--- src/sv/hfs_pkg.sv ---
package hfs_pkg;

  localparam int unsigned FuncW = 3;
  localparam int unsigned StepW = 2;
  localparam int unsigned TimeW = 32;
  localparam int unsigned LevelW = 8;
  localparam int unsigned DurW = 16;
  localparam int unsigned CfgIdxW = 8;

  localparam logic [FuncW-1:0] FUNC_TICK   = 3'd0;
  localparam logic [FuncW-1:0] FUNC_DOUBLE = 3'd1;
  localparam logic [FuncW-1:0] FUNC_BUTTON = 3'd2;
  localparam logic [FuncW-1:0] FUNC_LONG   = 3'd3;
  localparam logic [FuncW-1:0] FUNC_FAIL   = 3'd4;
  localparam logic [FuncW-1:0] FUNC_CALIB  = 3'd5;
  localparam logic [FuncW-1:0] FUNC_STOP   = 3'd6;

  localparam logic [FuncW-1:0] CUE_NONE   = 3'd0;
  localparam logic [FuncW-1:0] CUE_DOUBLE = 3'd1;
  localparam logic [FuncW-1:0] CUE_BUTTON = 3'd2;
  localparam logic [FuncW-1:0] CUE_LONG   = 3'd3;
  localparam logic [FuncW-1:0] CUE_FAIL   = 3'd4;
  localparam logic [FuncW-1:0] CUE_CALIB  = 3'd5;

  localparam logic [StepW-1:0] STEP_0 = 2'd0;
  localparam logic [StepW-1:0] STEP_1 = 2'd1;
  localparam logic [StepW-1:0] STEP_2 = 2'd2;
  localparam logic [StepW-1:0] STEP_3 = 2'd3;

  localparam logic [TimeW-1:0] T_DBL_OFF1  = 32'd150;
  localparam logic [TimeW-1:0] T_DBL_ON2   = 32'd300;
  localparam logic [TimeW-1:0] T_DBL_OFF2  = 32'd450;
  localparam logic [TimeW-1:0] T_BTN_MOTOR = 32'd30;
  localparam logic [TimeW-1:0] T_BTN_LED   = 32'd90;
  localparam logic [TimeW-1:0] T_FAIL_END  = 32'd1200;
  localparam logic [TimeW-1:0] T_CAL_MOTOR = 32'd150;
  localparam logic [TimeW-1:0] T_CAL_LED   = 32'd210;

  localparam logic [LevelW-1:0] LEVEL_FULL = 8'd255;
  localparam logic [LevelW-1:0] LEVEL_OFF  = 8'd0;

  localparam logic [CfgIdxW-1:0] REG_LOW_LEVEL    = 8'd0;
  localparam logic [CfgIdxW-1:0] REG_HIGH_LEVEL   = 8'd1;
  localparam logic [CfgIdxW-1:0] REG_MAX_LEVEL    = 8'd2;
  localparam logic [CfgIdxW-1:0] REG_LONG_BUZZ_MS = 8'd3;

  localparam logic [LevelW-1:0] RST_LOW_LEVEL    = 8'd128;
  localparam logic [LevelW-1:0] RST_HIGH_LEVEL   = 8'd200;
  localparam logic [LevelW-1:0] RST_MAX_LEVEL    = 8'd255;
  localparam logic [DurW-1:0]   RST_LONG_BUZZ_MS = 16'd500;

  typedef struct packed {
    logic [FuncW-1:0] func;
    logic [TimeW-1:0] now_ms;
  } cmd_t;

  typedef struct packed {
    logic [LevelW-1:0] motor_level;
    logic              blue_led;
    logic              error_led;
    logic              busy_res;
  } res_t;

  typedef struct packed {
    logic [CfgIdxW-1:0] index;
    logic [DurW-1:0]    value;
  } cfg_wr_t;

  typedef struct packed {
    logic [LevelW-1:0] low_level;
    logic [LevelW-1:0] high_level;
    logic [LevelW-1:0] max_level;
    logic [DurW-1:0]   long_buzz_ms;
  } cfg_t;

endpackage

--- src/sv/hfs_chan_if.sv ---
interface hfs_chan_if #(
  parameter type payload_t = logic
) ();
  logic     valid;
  logic     ready;
  payload_t data;

  modport source (output valid, output data, input ready);
  modport sink (input valid, input data, output ready);
endinterface

--- src/sv/haptic_feedback_sequencer_core.sv ---
// Path: input register (s1), then result register; a result stall holds both.
// Throughput: one command per cycle while res.ready keeps up; each cue step is a single
// 32-bit subtract and compare against the cue state registers, updated in the same
// cycle the result is registered. Reset (rst, synchronous): no cue active, outputs
// off, registers at defaults (128, 200, 255, 500 ms); both pipeline stages empty.
module haptic_feedback_sequencer_core (
  input  logic       clk,
  input  logic       rst,
  hfs_chan_if.sink   cmd,
  hfs_chan_if.source res,
  hfs_chan_if.sink   cfg
);

  logic          s1_valid;
  hfs_pkg::cmd_t s1_cmd;
  logic          adv;
  hfs_pkg::cfg_t regs;
  hfs_pkg::res_t res_next;
  hfs_pkg::res_t res_data;
  logic          res_valid;

  assign adv       = s1_valid && (!res_valid || res.ready);
  assign cmd.ready = !s1_valid || adv;
  assign cfg.ready = 1'b1;
  assign res.valid = res_valid;
  assign res.data  = res_data;

  hfs_cfg_regs u_cfg (
    .clk   (clk),
    .rst   (rst),
    .wr_en (cfg.valid),
    .wr    (cfg.data),
    .regs  (regs)
  );

  hfs_cue_engine u_engine (
    .clk      (clk),
    .rst      (rst),
    .fire     (adv),
    .cmd      (s1_cmd),
    .cfg      (regs),
    .res_next (res_next)
  );

  always_ff @(posedge clk) begin
    if (rst) begin
      s1_valid <= 1'b0;
    end else if (cmd.ready) begin
      s1_valid <= cmd.valid;
    end
  end

  always_ff @(posedge clk) begin
    if (cmd.ready && cmd.valid) begin
      s1_cmd <= cmd.data;
    end
  end

  always_ff @(posedge clk) begin
    if (rst) begin
      res_valid <= 1'b0;
    end else if (adv) begin
      res_valid <= 1'b1;
    end else if (res.ready) begin
      res_valid <= 1'b0;
    end
  end

  always_ff @(posedge clk) begin
    if (adv) begin
      res_data <= res_next;
    end
  end

endmodule

--- src/sv/hfs_cfg_regs.sv ---
module hfs_cfg_regs (
  input  logic            clk,
  input  logic            rst,
  input  logic            wr_en,
  input  hfs_pkg::cfg_wr_t wr,
  output hfs_pkg::cfg_t   regs
);

  always_ff @(posedge clk) begin
    if (rst) begin
      regs.low_level    <= hfs_pkg::RST_LOW_LEVEL;
      regs.high_level   <= hfs_pkg::RST_HIGH_LEVEL;
      regs.max_level    <= hfs_pkg::RST_MAX_LEVEL;
      regs.long_buzz_ms <= hfs_pkg::RST_LONG_BUZZ_MS;
    end else if (wr_en) begin
      unique case (wr.index)
        hfs_pkg::REG_LOW_LEVEL:    regs.low_level    <= wr.value[hfs_pkg::LevelW-1:0];
        hfs_pkg::REG_HIGH_LEVEL:   regs.high_level   <= wr.value[hfs_pkg::LevelW-1:0];
        hfs_pkg::REG_MAX_LEVEL:    regs.max_level    <= wr.value[hfs_pkg::LevelW-1:0];
        hfs_pkg::REG_LONG_BUZZ_MS: regs.long_buzz_ms <= wr.value;
        default: begin
        end
      endcase
    end
  end

endmodule

--- src/sv/hfs_cue_engine.sv ---
module hfs_cue_engine (
  input  logic                        clk,
  input  logic                        rst,
  input  logic                        fire,
  input  hfs_pkg::cmd_t               cmd,
  input  hfs_pkg::cfg_t               cfg,
  output hfs_pkg::res_t               res_next
);

  logic [hfs_pkg::FuncW-1:0]  active_cue, active_cue_next;
  logic [hfs_pkg::StepW-1:0]  cue_step, cue_step_next;
  logic [hfs_pkg::TimeW-1:0]  cue_start_time, cue_start_time_next;
  logic [hfs_pkg::LevelW-1:0] motor_hold, motor_hold_next;
  logic                       blue_hold, blue_hold_next;
  logic                       error_hold, error_hold_next;
  logic                       busy_flag, busy_flag_next;

  logic                       is_start;
  logic                       do_adv;
  logic [hfs_pkg::FuncW-1:0]  cur_cue;
  logic [hfs_pkg::StepW-1:0]  cur_step;
  logic [hfs_pkg::TimeW-1:0]  el;

  assign is_start = (cmd.func >= hfs_pkg::FUNC_DOUBLE) && (cmd.func <= hfs_pkg::FUNC_CALIB);
  assign do_adv   = is_start || (cmd.func == hfs_pkg::FUNC_TICK);
  assign cur_cue  = is_start ? cmd.func : active_cue;
  assign cur_step = is_start ? hfs_pkg::STEP_0 : cue_step;
  assign el       = cmd.now_ms - cue_start_time;

  always_comb begin
    active_cue_next     = active_cue;
    cue_step_next       = cue_step;
    cue_start_time_next = cue_start_time;
    motor_hold_next     = motor_hold;
    blue_hold_next      = blue_hold;
    error_hold_next     = error_hold;
    busy_flag_next      = busy_flag;

    if (is_start) begin
      busy_flag_next      = 1'b1;
      active_cue_next     = cmd.func;
      cue_start_time_next = cmd.now_ms;
      cue_step_next       = hfs_pkg::STEP_0;
    end

    if (cmd.func == hfs_pkg::FUNC_STOP) begin
      active_cue_next = hfs_pkg::CUE_NONE;
      cue_step_next   = hfs_pkg::STEP_0;
      busy_flag_next  = 1'b0;
      motor_hold_next = hfs_pkg::LEVEL_OFF;
      error_hold_next = 1'b0;
      blue_hold_next  = 1'b0;
    end else if (do_adv && (cur_cue != hfs_pkg::CUE_NONE)) begin
      case (cur_cue)
        hfs_pkg::CUE_DOUBLE: begin
          if (cur_step == hfs_pkg::STEP_0) begin
            motor_hold_next = cfg.low_level;
            blue_hold_next  = 1'b1;
            cue_step_next   = hfs_pkg::STEP_1;
          end else if (cur_step == hfs_pkg::STEP_1 && el >= hfs_pkg::T_DBL_OFF1) begin
            motor_hold_next = hfs_pkg::LEVEL_OFF;
            blue_hold_next  = 1'b0;
            cue_step_next   = hfs_pkg::STEP_2;
          end else if (cur_step == hfs_pkg::STEP_2 && el >= hfs_pkg::T_DBL_ON2) begin
            motor_hold_next = cfg.low_level;
            blue_hold_next  = 1'b1;
            cue_step_next   = hfs_pkg::STEP_3;
          end else if (cur_step == hfs_pkg::STEP_3 && el >= hfs_pkg::T_DBL_OFF2) begin
            motor_hold_next = hfs_pkg::LEVEL_OFF;
            blue_hold_next  = 1'b0;
            active_cue_next = hfs_pkg::CUE_NONE;
            busy_flag_next  = 1'b0;
          end
        end
        hfs_pkg::CUE_BUTTON: begin
          if (cur_step == hfs_pkg::STEP_0) begin
            motor_hold_next = cfg.low_level;
            blue_hold_next  = 1'b1;
            cue_step_next   = hfs_pkg::STEP_1;
          end else if (cur_step == hfs_pkg::STEP_1 && el >= hfs_pkg::T_BTN_MOTOR) begin
            motor_hold_next = hfs_pkg::LEVEL_OFF;
            cue_step_next   = hfs_pkg::STEP_2;
          end else if (cur_step == hfs_pkg::STEP_2 && el >= hfs_pkg::T_BTN_LED) begin
            blue_hold_next  = 1'b0;
            active_cue_next = hfs_pkg::CUE_NONE;
            busy_flag_next  = 1'b0;
          end
        end
        hfs_pkg::CUE_LONG: begin
          if (cur_step == hfs_pkg::STEP_0) begin
            motor_hold_next = hfs_pkg::LEVEL_FULL;
            blue_hold_next  = 1'b1;
            cue_step_next   = hfs_pkg::STEP_1;
          end else if (cur_step == hfs_pkg::STEP_1 &&
                       el >= {{(hfs_pkg::TimeW-hfs_pkg::DurW){1'b0}}, cfg.long_buzz_ms}) begin
            motor_hold_next = hfs_pkg::LEVEL_OFF;
            blue_hold_next  = 1'b0;
            active_cue_next = hfs_pkg::CUE_NONE;
            busy_flag_next  = 1'b0;
          end
        end
        hfs_pkg::CUE_FAIL: begin
          if (cur_step == hfs_pkg::STEP_0) begin
            motor_hold_next = cfg.high_level;
            error_hold_next = 1'b1;
            cue_step_next   = hfs_pkg::STEP_1;
          end else if (cur_step == hfs_pkg::STEP_1 && el >= hfs_pkg::T_FAIL_END) begin
            motor_hold_next = hfs_pkg::LEVEL_OFF;
            error_hold_next = 1'b0;
            active_cue_next = hfs_pkg::CUE_NONE;
            busy_flag_next  = 1'b0;
          end
        end
        hfs_pkg::CUE_CALIB: begin
          if (cur_step == hfs_pkg::STEP_0) begin
            motor_hold_next = cfg.max_level;
            blue_hold_next  = 1'b1;
            cue_step_next   = hfs_pkg::STEP_1;
          end else if (cur_step == hfs_pkg::STEP_1 && el >= hfs_pkg::T_CAL_MOTOR) begin
            motor_hold_next = hfs_pkg::LEVEL_OFF;
            cue_step_next   = hfs_pkg::STEP_2;
          end else if (cur_step == hfs_pkg::STEP_2 && el >= hfs_pkg::T_CAL_LED) begin
            blue_hold_next  = 1'b0;
            active_cue_next = hfs_pkg::CUE_NONE;
            busy_flag_next  = 1'b0;
          end
        end
        default: begin
          motor_hold_next = hfs_pkg::LEVEL_OFF;
          cue_step_next   = hfs_pkg::STEP_0;
          active_cue_next = hfs_pkg::CUE_NONE;
          busy_flag_next  = 1'b0;
        end
      endcase
    end
  end

  always_ff @(posedge clk) begin
    if (rst) begin
      active_cue     <= hfs_pkg::CUE_NONE;
      cue_step       <= hfs_pkg::STEP_0;
      cue_start_time <= '0;
      motor_hold     <= hfs_pkg::LEVEL_OFF;
      blue_hold      <= 1'b0;
      error_hold     <= 1'b0;
      busy_flag      <= 1'b0;
    end else if (fire) begin
      active_cue     <= active_cue_next;
      cue_step       <= cue_step_next;
      cue_start_time <= cue_start_time_next;
      motor_hold     <= motor_hold_next;
      blue_hold      <= blue_hold_next;
      error_hold     <= error_hold_next;
      busy_flag      <= busy_flag_next;
    end
  end

  assign res_next.motor_level = motor_hold_next;
  assign res_next.blue_led    = blue_hold_next;
  assign res_next.error_led   = error_hold_next;
  assign res_next.busy_res    = busy_flag_next;

  a_busy_tracks_cue: assert property (@(posedge clk) disable iff (rst)
    busy_flag == (active_cue != hfs_pkg::CUE_NONE))
    else $error("busy flag out of step with active cue");

  a_stop_clears: assert property (@(posedge clk) disable iff (rst)
    fire && cmd.func == hfs_pkg::FUNC_STOP |=>
      motor_hold == hfs_pkg::LEVEL_OFF && !blue_hold && !error_hold && !busy_flag)
    else $error("stop left outputs driven");

  a_start_loads: assert property (@(posedge clk) disable iff (rst)
    fire && is_start |=>
      busy_flag && active_cue == $past(cmd.func) && cue_step == hfs_pkg::STEP_1 &&
      cue_start_time == $past(cmd.now_ms))
    else $error("start did not load cue");

endmodule

--- src/flat_wrapper.sv ---
// flat-port wrapper written by rule: the top's interface ports become plain ports
module haptic_feedback_sequencer_core_flat 
  (clk, rst, cmd_valid, cmd_data, cmd_ready, res_valid, res_data, res_ready, cfg_valid, cfg_data, cfg_ready);
  hfs_chan_if #(.payload_t(hfs_pkg::cmd_t)) cmd_i ();
  hfs_chan_if #(.payload_t(hfs_pkg::res_t)) res_i ();
  hfs_chan_if #(.payload_t(hfs_pkg::cfg_wr_t)) cfg_i ();
  input  logic clk;
  input  logic rst;
  input wire logic [$bits(cmd_i.valid)-1:0] cmd_valid;
  input wire logic [$bits(cmd_i.data)-1:0] cmd_data;
  output wire logic [$bits(cmd_i.ready)-1:0] cmd_ready;
  output wire logic [$bits(res_i.valid)-1:0] res_valid;
  output wire logic [$bits(res_i.data)-1:0] res_data;
  input wire logic [$bits(res_i.ready)-1:0] res_ready;
  input wire logic [$bits(cfg_i.valid)-1:0] cfg_valid;
  input wire logic [$bits(cfg_i.data)-1:0] cfg_data;
  output wire logic [$bits(cfg_i.ready)-1:0] cfg_ready;
  assign cmd_i.valid = cmd_valid;
  assign cmd_i.data = cmd_data;
  assign cmd_ready = cmd_i.ready;
  assign res_valid = res_i.valid;
  assign res_data = res_i.data;
  assign res_i.ready = res_ready;
  assign cfg_i.valid = cfg_valid;
  assign cfg_i.data = cfg_data;
  assign cfg_ready = cfg_i.ready;
  haptic_feedback_sequencer_core u_core (.clk(clk), .rst(rst), .cmd(cmd_i), .res(res_i), .cfg(cfg_i));
endmodule
--- config.mk ---
export PLATFORM = sky130hd
export DESIGN_NAME = haptic_feedback_sequencer_core_flat
export DESIGN_NICKNAME = d
export VERILOG_FILES = /design/src/sv/hfs_pkg.sv /design/src/sv/hfs_chan_if.sv /design/src/sv/haptic_feedback_sequencer_core.sv /design/src/sv/hfs_cfg_regs.sv /design/src/sv/hfs_cue_engine.sv /design/src/flat_wrapper.sv
export SDC_FILE = /design/constraint.sdc
export NUM_CORES = 1
export LEC_CHECK = 0
export ABC_AREA = 0
export BUFFER_PORTS_ARGS = -buffer_cell sky130_fd_sc_hd__buf_4
export CORE_MARGIN = 2
export CORE_UTILIZATION = 39
export DETAILED_ROUTE_END_ITERATION = 16
export GPL_TIMING_DRIVEN = 0
export HOLD_SLACK_MARGIN = 0.03
export PLACE_DENSITY = 0.6
export SKIP_CTS_REPAIR_TIMING = 1
export SLEW_MARGIN = 20
export SYNTH_ARGS = -nofsm -noshare
export SYNTH_HDL_FRONTEND = slang
export SYNTH_HIERARCHICAL = 1
export SYNTH_SLANG_ARGS = --single-unit
--- constraint.sdc ---
create_clock -name clk -period 6.6 [get_ports clk]
set_clock_uncertainty 0.15 [all_clocks]
set_input_delay 1.32 -clock clk [delete_from_list [all_inputs] [get_ports clk]]
set_output_delay 1.32 -clock clk [all_outputs]
set_load 0.02 [all_outputs]
======== After elaboration in Yosys (flattened, before gate mapping) ========
Index checks and enable logic that the tools add are counted.
cells by class
  add/sub/neg operators ................... 1
  $lt $le $gt $ge ......................... 10
  equal/unequal tests ..................... 12
  muxes and demuxes ....................... 85
  reductions and logical operators ........ 28
operators by type and width
  operator                                                                               number
  8-bit 2-to-1 mux                                                                       14
  32-bit by 8-bit greater-or-equal comparator with 1-bit output, second input constant   2
  32-bit by 9-bit greater-or-equal comparator with 1-bit output, second input constant   2
  3-bit 2-to-1 mux                                                                       17
  8-bit one-hot mux with 5 select lines                                                  1
  1-bit 2-to-1 mux                                                                       38
  32-bit by 11-bit greater-or-equal comparator with 1-bit output, second input constant  1
  32-bit by 16-bit greater-or-equal comparator with 1-bit output                         1
  32-bit by 5-bit greater-or-equal comparator with 1-bit output, second input constant   1
  32-bit by 7-bit greater-or-equal comparator with 1-bit output, second input constant   1
  32-bit subtractor                                                                      1
  2-bit 2-to-1 mux                                                                       11
  8-bit by 2-bit equality test with 1-bit output, second input constant                  2
  3-bit one-hot mux with 5 select lines                                                  1
  1-bit logical AND                                                                      12
  2-bit AND reduction                                                                    5
  3-bit equality test, second input constant                                             3
  8-bit by 1-bit equality test with 1-bit output, second input constant                  1
  8-bit logical NOT                                                                      1
  2-bit one-hot mux with 4 select lines                                                  1
  3-bit by 2-bit equality test with 1-bit output, second input constant                  2
  1-bit one-hot mux with 5 select lines                                                  1
  2-bit equality test, second input constant                                             2
  1-bit one-hot mux with 4 select lines                                                  1
  11 further kinds                                                                       14
storage, ports and cells
  bits in registers ....................... 136
  bits of input ports ..................... 64
  logic and storage cells ................. 155

======== Logic depth before layout (Yosys ltp) ========
Gate-level depths: netlist of the first run.
  depth in word-level cells ............... 12
  gate-level depth with buffers ........... 21
  mapped depth without buffers ............ 19

======== Cells and area by module ========
Netlist of the first run, hierarchy kept.
by module, submodules not included
  module                          instances  cells each  area an instance (µm²)  sequential area each (µm²)
  hfs_cue_engine                  1          839         5799.3                  960.9
  hfs_cfg_regs                    1          162         1664.1                  800.8
  haptic_feedback_sequencer_core  1          58          1496.4                  1421.4

======== Worst setup path before layout of the first run ========
OpenSTA, ideal clock, no wires.
  path type ............................... register to register
  from .................................... register u_core/s1_cmd[4] (netlist bit)
  to ...................................... register u_core/u_engine/motor_hold[1] (netlist bit)
  arrival time ............................ 3745 ps
  required time ........................... 6362 ps
  setup slack ............................. 2617 ps
  cell stages (with the launch flop) ...... 19
  buffers on the path ..................... 1
  path through ............................ edfxtp_1 > ha_1 > and2_4 > o211ai_2 > a211oi_2 > o21ai_0 > o21bai_1 > xor2_1 > ha_1 > a21o_1 > a21o_1 > a21oi_1 > o2111ai_1 > a21oi_1 > a21oi_2 > buf_6 > a21boi_1 > o31ai_1 > a311oi_2
on the way
  longest elaborated chain between the ends .. 10
  elaborated cells between the ends (all ways) .. 28
  classes of those cells .................. 1 x add/sub; 6 x order compare; 15 x mux; 6 x reduce/logical
RTL lines
  item                                                           RTL line                              source
  start, declared                                                haptic_feedback_sequencer_core.sv:15  hfs_pkg::cmd_t s1_cmd;
  start signal, assigned                                         haptic_feedback_sequencer_core.sv:55  s1_cmd <= cmd.data;
  32-bit subtractor *                                            hfs_cue_engine.sv:28                  assign el = cmd.now_ms - cue_start_time;
  32-bit by 9-bit greater-or-equal comparator with 1-bit output  hfs_cue_engine.sv:68                  end else if (cur_step == hfs_pkg::STEP_3 && el >= hfs_pkg::T_DBL_OFF2) begin
  1-bit logical AND                                              hfs_cue_engine.sv:68
  8-bit 2-to-1 mux                                               hfs_cue_engine.sv:68
  8-bit 2-to-1 mux                                               hfs_cue_engine.sv:64                  end else if (cur_step == hfs_pkg::STEP_2 && el >= hfs_pkg::T_DBL_ON2) begin
  8-bit 2-to-1 mux                                               hfs_cue_engine.sv:60                  end else if (cur_step == hfs_pkg::STEP_1 && el >= hfs_pkg::T_DBL_OFF1) begin
  8-bit 2-to-1 mux                                               hfs_cue_engine.sv:56                  if (cur_step == hfs_pkg::STEP_0) begin
  8-bit one-hot mux with 5 select lines *                        hfs_cue_engine.sv:54                  case (cur_cue)
  8-bit 2-to-1 mux *                                             hfs_cue_engine.sv:53                  end else if (do_adv && (cur_cue != hfs_pkg::CUE_NONE)) begin
  8-bit 2-to-1 mux *                                             hfs_cue_engine.sv:46                  if (cmd.func == hfs_pkg::FUNC_STOP) begin
  end signal, assigned                                           hfs_cue_engine.sv:143                 motor_hold <= hfs_pkg::LEVEL_OFF;
  end signal, assigned                                           hfs_cue_engine.sv:151                 motor_hold <= motor_hold_next;
  end, declared                                                  hfs_cue_engine.sv:13                  logic [hfs_pkg::LevelW-1:0] motor_hold, motor_hold_next;
Mark *: on every way between the ends. The rest lies on a longest branch, timed or not.
A chain may end at the register's enable or synchronous reset.

==> results of run 1 <==
[worst max-delay path by stage]
stage | startpoint | endpoint | cells past startpoint
final | u_core/s1_cmd[14] | u_core/res.data[3] | 13
after global routing | u_core/s1_cmd[14] | u_core/res.data[10] | 13
after CTS | u_core/s1_cmd[14] | u_core/res.data[3] | 13
after detailed placement | u_core/s1_cmd[14] | u_core/res.data[3] | 13
after global placement | u_core/s1_cmd[4] | u_core/res.data[0] | 19
after floorplan | u_core/s1_cmd[4] | u_core/u_engine/motor_hold[1] | 18
[cell usage in the layout (no fill, tap or decap), types with 5 or more instances in the layout]
master and n:
buf_4 83, a21o_1 15, nand2b_1 44, a211oi_1 9, a311oi_1 5, o221a_2 6
o31ai_1 6, edfxtp_1 46, o21ai_0 36, nor2_1 94, nor4_1 6, ha_1 47
nand4_1 10, and3_1 9, a22oi_1 8, inv_1 67, a221o_1 12, o221ai_1 6
and2_1 10, o21a_1 11, nor3_1 20, clkbuf_1 34, o21ai_1 9, o211ai_1 12
clkbuf_16 17, mux2i_1 42, nor2b_1 6, dfxtp_1 90, nand2_1 148, xnor2_1 6
xor2_1 7, a31oi_1 10, a21oi_1 92, inv_6 6, nand3_1 18, or3_1 8
[worst max-delay path, stage by stage, from the launching register on]
cell	delay, ns
edfxtp_1	0.41
ha_1	0.40
nand2_1	0.16
nor4_1	0.64
o211ai_2	0.25
a41oi_1	0.44
xor2_1	0.13
or4_1	0.55
nor4_2	0.27
nand2_1	0.17
nor3_1	0.45
o31ai_1	0.16
a211oi_1	0.45
o221ai_1	0.20
[flip-flops by register name, summed over array words and instances, names as in the netlist]
register and cells:
u_core/u_engine/motor_hold 8, u_core/s1_valid 1, u_core/u_engine/cue_step 2, u_core/s1_cmd 35, u_core/u_engine/error_hold 1, u_core/u_engine/blue_hold 1, u_core/u_engine/busy_flag 1, u_core/u_engine/active_cue 3
u_core/u_engine/cue_start_time 32, u_core/res.valid 1, u_core/u_cfg/regs 40, u_core/res.data 11
[per-layer routing]
layer / vias to the layer above / wire, microns / track usage (%)
li1: 4059 / - / -
met1: 3873 / 12460 / 30.74
met2: 204 / 10720 / 31.48
met3: 29 / 1226 / 3.000
met4: 0 / 467 / 6.509
met5: - / 0 / 0
[cell type report]
cell class              count  share of cell area (%)
plain buffers              47                   2.334
clock buffers              18                   4.202
clock inverters            14                   1.197
inverters                  67                   2.406
multi-input cells         809                   50.53
flip-flops and latches    136                   30.46
well taps                 285                   3.412
repair buffers             76                   5.459
[cell families (layout without fill, tap and decap cells)]
family / count (synthesis) / after routing / synth area share [%]
xor gates and xnor gates: 13 / 13 / 1.271
and+or+nand+nor: 404 / 404 / 22.16
buffers and inverters: 114 / 222 / 5.530
adders and majority gates: 48 / 48 / 6.787
DFF: 136 / 136 / 35.53
AOI/OAI and AO/OA: 301 / 301 / 23.99
other: 1 / 1 / 0.04185
muxes: 42 / 42 / 4.692
[power by group through the flow]
stage / registers, uW / logic [uW] / clock network, uW
floorplan: 941 / 361 / 0
global placement: 941 / 510 / 0
detailed placement: 941 / 514 / 0
CTS: 923 / 518 / 952
global route: 927 / 579 / 987
finish: 923 / 525 / 928
[metrics by stage]
step | hold slack (ns) | total power [uW]
CTS | 0.3056 | 2393
global placement | 0.2914 | 1452
finish | 0.3050 | 2376
floorplan | 0.2863 | 1302
detailed placement | 0.2963 | 1456
global route | 0.3238 | 2493
==> flow_summary.toml, run 1 <==
[synth]
ys_seq_elements = 136
syn_nets = 1171
edff_count_synth = 46
synth.most_common_cell = "nand2_1"
synth.yosys.seq_area_share_pct = 35.53
async_flop_share_pct = 0
syn-instance-count = 1059
synth_common_cells = "nand2_1 (148), nor2_1 (94), a21oi_1 (92)"
netlist_top_cells_area = "dfxtp_1 (20%), edfxtp_1 (15%), ha_1 (6.6%)"
synthFlopType = "dfxtp_1"
synth.largest_area_cell = "dfxtp_1"
syn-mean-instance-area_sq_um = 8.461
yosysWarnings = 6
synth.lib_cells_used.distinct = 93
syn-cell-area_sq_mm = 0.008960
synth_top_area_share_pct = 20.11

[grt]
vias_in_the_first_global_route = 7544
grt_util_all_layers_pct = 20.86
grt_overflow_total = 0
grt_start_max_net_pins = 36
wire_length_of_the_first_global_routing_pass_microns = 39820
antenna_found_initial = 0

[setup_path]
critical_path_class = "reg -> reg"
worst_ep_required_time_ns = 6.61
rr_startpoint = "u_core/s1_cmd[14]"
critical_path_arrival_ns = 5.12
regToRegSetupSlack_ns = 1.49
r2r_end = "u_core/res.data[3]"
ff2ff_path_depth = 13
largest_driver_fanout_on_the_critical_path = 7
category_of_the_worst_setup_path_launch_point = "register"
worstSetupEndpointType = "register"

[power]
power.net_switching_uw = 769.5
power_density_mw_per_mm2 = 227.3
leakage_component_of_the_power_uw = 0.004089
worst_ir_drop_vdd_mv = 0.1680
cell_internal_pwr_uw = 1606
p_clk_share_pct = 39.1
p_sw_share_pct = 32.39
seq_power_share_pct = 38.8
share_comb_of_total_power_pct = 22.1

[drt]
detail-route-antenna-nets = 0
drt_iter0_drc = 624
routed_via_density = 5.623
route.vias.total = 8165
drc = 0
route.final.wire_length_microns = 24870
initial_drt_pass_iterations = 5
routedWlPerCell_microns = 17.13

[clocking]
clk_pin_slew_worst_paths_ns = 0.07
clock_tree.root_cell = "clkbuf_16"
clk_path_buf_depth = 2
numCtsBuffers = 17
cts_tree = "built"
clk-insertion-delay-late_ns = 0.44
total_clock_sinks = 136
cts-htree-levels = 4

[floorplan]
core_sq_mm = 0.02257
design.die.area_sq_mm = 0.02420
die_outline_height_microns = 155.6
initial_utilization_pct = 39.70
pin_count = 78
dieWidth_microns = 155.6
row_count = 55

[layout]
design.final.nets = 1266
final_design_area_no_fill_sq_mm = 0.01045
area.growth.synth_to_final_pct = 16.65
seq_area_sq_mm = 0.003183
post_route_cells_drive_above_1_share_pct = 13.88
fillers = 2263
utilization_pct = 46.30
n_antenna_cell = 0
layout.cells.non_filler = 1452
multi_input_area_sq_mm = 0.005281

[timing]
slew_viol_final = 0
setup_viol_count_final = 0
finalHoldViolCount = 0
worst-slew-pin-transition_ns = 0.9079
timing.max_slew.rel_slack_pct = 39.14
rsz0062_at_grt = "no"
final_period_minus_worst_setup_slack_ns = 5.105
fin_setup_tns_ns = 0
setup_slack_ns = 1.495
post-route-period-util_pct = 77.35
maxClockFrequency_ghz = 0.1959

[placement]
post-place-ws_ns = 1.625
detailedPlacementHpwl_microns = 18990
placedInstanceArea_sq_mm = 0.009887
place_congestion = 0.9217
dpl.cell_count = 1420
portBuffers = 76

[worst_hold_path]
min_to = "u_core/u_engine/cue_start_time[9]"
hp-start = "u_core/u_engine/cue_start_time[9]"
worstHoldPathType = "reg -> reg"
worstHoldPathCells = 2

[flow_run]
max_cap_violations = 0

[status]
outcome = "finished clean"
No activity file was read; power rests on OpenSTA's default activity.
==> run 2: changes to the inputs <==
--- a/config.mk
+++ b/config.mk
@@ -5,14 +5,14 @@
 export SDC_FILE = /design/constraint.sdc
 export NUM_CORES = 1
 export LEC_CHECK = 0
-export ABC_AREA = 0
+export ABC_AREA = 1
 export BUFFER_PORTS_ARGS = -buffer_cell sky130_fd_sc_hd__buf_4
 export CORE_MARGIN = 2
 export CORE_UTILIZATION = 39
 export DETAILED_ROUTE_END_ITERATION = 16
 export GPL_TIMING_DRIVEN = 0
 export HOLD_SLACK_MARGIN = 0.03
-export PLACE_DENSITY = 0.6
+export PLACE_DENSITY = 0.62
 export SKIP_CTS_REPAIR_TIMING = 1
 export SLEW_MARGIN = 20
 export SYNTH_ARGS = -nofsm -noshare
==> constraint.sdc (replaced) <==
create_clock -name clk -period 4.2 [get_ports clk]
set_clock_uncertainty 0.15 [all_clocks]
set_input_delay 0.84 -clock clk [delete_from_list [all_inputs] [get_ports clk]]
set_output_delay 0.84 -clock clk [all_outputs]
set_load 0.02 [all_outputs]
==> run 2 against run 1 <==
  * Flip-flop and latch count did not move
  * Setup slack worse by 1.2 ns
  * Global-route usage fell by 0.34 points
  * Register-to-register slack worse by 1.2 ns
  * Cell count grew 35%
  * Synthesized cell count up 44%
  * Worst hold slack improved by 0.0029 ns
  * Non-clock buffer count fell by 4
  * Die area increased by 9.6%
  * First-iteration DRC count shrank 9.5%
  * Power is 72% higher
  * Critical path depth is 12 higher
  * Critical path type unchanged
  * Largest power group is now registers
==> flow_summary.toml, run 2 <==
[floorplan]
pin_count = 78
initial_utilization_pct = 39.44
row_count = 58
design.die.area_sq_mm = 0.02653
core_sq_mm = 0.02496
dieWidth_microns = 162.9
die_outline_height_microns = 162.9

[layout]
post_route_cells_drive_above_1_share_pct = 15.25
design.final.nets = 1732
n_antenna_cell = 0
layout.cells.non_filler = 1963
max_reg_flops = 40
area.growth.synth_to_final_pct = 17.93
top_library_cells_by_usage_in_the_layout_fill_and_taps_aside = "nand2_1 (469), inv_1 (249), nand3_1 (145)"
largest_register = "u_core/u_cfg/regs"
utilization_pct = 46.51
layout_top_registers = "u_core/u_cfg/regs: 40 flops, u_core/s1_cmd: 35 flops, u_core/u_engine/cue_start_time: 32 flops"
mostFrequentLayoutCell = "nand2_1"

[timing]
final_period_minus_worst_setup_slack_ns = 3.922
slew_viol_final = 0
holdWs_ns = 0.3079
post-route-period-util_pct = 93.37
setup_viol_count_final = 0
finalHoldViolCount = 0
timing.max_slew.rel_slack_pct = 54.59
maxClockFrequency_ghz = 0.2550
setup_slack_ns = 0.2784
worst-slew-pin-transition_ns = 0.6812
fin_setup_tns_ns = 0

[synth]
synth.lib_cells_used.distinct = 48
yosysWarnings = 6
syn-instance-count = 1521
async_flop_share_pct = 0
syn_nets = 1633
ys_seq_elements = 136
synthFlopType = "dfxtp_1"
edff_count_synth = 46
netlist_top_cells_area = "dfxtp_1 (18%), nand2_1 (18%), edfxtp_1 (14%)"
synth.most_common_cell = "nand2_1"
synth_top_area_share_pct = 18.30
syn-mean-instance-area_sq_um = 6.473
synth.largest_area_cell = "dfxtp_1"
syn-cell-area_sq_mm = 0.009846
synth.yosys.seq_area_share_pct = 32.33
synth_common_cells = "nand2_1 (470), inv_1 (251), nand3_1 (146)"

[grt]
grt_start_max_net_pins = 34
grt_util_all_layers_pct = 20.52
antenna_found_initial = 0
grt_overflow_total = 0
vias_in_the_first_global_route = 8679
wire_length_of_the_first_global_routing_pass_microns = 43240

[flow_run]
max_cap_violations = 0

[worst_hold_path]
worstHoldPathType = "reg -> reg"

[power]
seq_power_share_pct = 35.8
leakage_component_of_the_power_uw = 0.005709
p_sw_share_pct = 35.58
share_comb_of_total_power_pct = 28.6
power_density_mw_per_mm2 = 351.5
cell_internal_pwr_uw = 2630
worst_ir_drop_vdd_mv = 0.2252
power.net_switching_uw = 1452
p_clk_share_pct = 35.6

[clocking]
numCtsBuffers = 17
clk_path_buf_depth = 2
cts_tree = "built"
clock_tree.root_cell = "clkbuf_16"
clk-insertion-delay-late_ns = 0.43
clk_pin_slew_worst_paths_ns = 0.07
total_clock_sinks = 136
cts-htree-levels = 4

[status]
outcome = "finished clean"

[drt]
routedWlPerCell_microns = 13.68
route.final.wire_length_microns = 26860
route.vias.total = 9317
routed_via_density = 4.746
drt_iter0_drc = 565
initial_drt_pass_iterations = 5
detail-route-antenna-nets = 0
drc = 0

[setup_path]
critical_path_class = "reg -> reg"
worstSetupEndpointType = "register"
worst_ep_required_time_ns = 4.24
critical_path_arrival_ns = 3.96
largest_driver_fanout_on_the_critical_path = 10
category_of_the_worst_setup_path_launch_point = "register"

[placement]
post-place-ws_ns = 0.04735
detailedPlacementHpwl_microns = 21470
place_congestion = 0.9197
portBuffers = 76
dpl.cell_count = 1928
==> run 2: cell count changes in the layout (fill, tap and decap cells not counted), moves of 15 or more <==
cell / delta
a21o_1: -15
clkbuf_1: -19
inv_1: +182
o21ai_0: +15
nand2b_1: -44
nor2_1: +33
nand3_1: +127
nand2_2: +23
nand2_1: +321
a21oi_1: +16
mux2i_1: -42
inv_2: +16
==> run 2: final timing paths <==
path / slack [ns] / to / from / cells past startpoint
setup reg to reg: 0.28 / u_core/res.data[0] / u_core/s1_cmd[8] / 25
hold reg to reg: 0.31 / u_core/u_engine/cue_start_time[29] / u_core/u_engine/cue_start_time[29] / 2
setup / recovery: 0.28 / u_core/res.data[0] / u_core/s1_cmd[8] / 25
hold / removal: 0.31 / u_core/u_engine/cue_start_time[29] / u_core/u_engine/cue_start_time[29] / 2
==> run 2: area by class of cell <==
type	instances	area (sq um)
timing repair buffer	80	613.1
buffer	39	280.3
tap	330	412.9
fill	2691	13350
inverter	268	1006
multi-input combinational	1078	5558
clock inverter	15	132.6
clock buffer	17	425.4
sequential	136	3183
==> run 2: kinds of logic after synthesis <==
family / synth area share (%)
flops: 32.33
buf+inv: 13.06
xor+xnor: 1.627
compound gates: 9.760
other cells: 0.03809
simple gates: 37.01
fa+ha+maj: 6.176
==> run 2: power by group through the flow <==
| stage | Clock (uW) | Combinational [uW] | Sequential (uW) |
|---|---|---|---|
| global placement | 0 | 1080 | 1490 |
| CTS | 1500 | 1100 | 1460 |
| floorplan | 0 | 788 | 1490 |
| detailed placement | 0 | 1100 | 1490 |
| global route | 1550 | 1320 | 1470 |
| finish | 1450 | 1170 | 1460 |
==> run 2: metrics by stage <==
step | area [sq um] | total power (uW)
finish | 11610 | 4082
global route | 11610 | 4333
CTS | 11410 | 4060
detailed placement | 10850 | 2586
global placement | 10830 | 2573
floorplan | 9846 | 2278
==> run 2: worst max-delay path, cell delays in order, from the launching register on <==
cell,delay (ns)
edfxtp_1,0.47
ha_4,0.36
nand2_1,0.15
inv_1,0.08
nand2_1,0.05
nand2_1,0.11
inv_1,0.07
nand3_2,0.17
xor2_4,0.22
inv_1,0.07
ha_1,0.29
inv_1,0.04
nor3_1,0.20
a211oi_1,0.06
nand2_1,0.08
a21oi_1,0.08
nand3_1,0.13
nand2_1,0.10
nand2_2,0.11
buf_6,0.14
nand2_1,0.08
nor2_1,0.11
o21ai_1,0.06
nand2_1,0.12
inv_1,0.04
buf_4,0.12
==> run 2: layer usage <==
| layer | global-route usage, % | part of all wire [%] | routed length, microns |
|---|---|---|---|
| met1 | 27.64 | 49 | 13220 |
| met2 | 34.61 | 46 | 12390 |
| met3 | 3.056 | 3.3 | 894 |
| met4 | 4.867 | 1.3 | 352 |
| met5 | 0 | 0 | 0 |
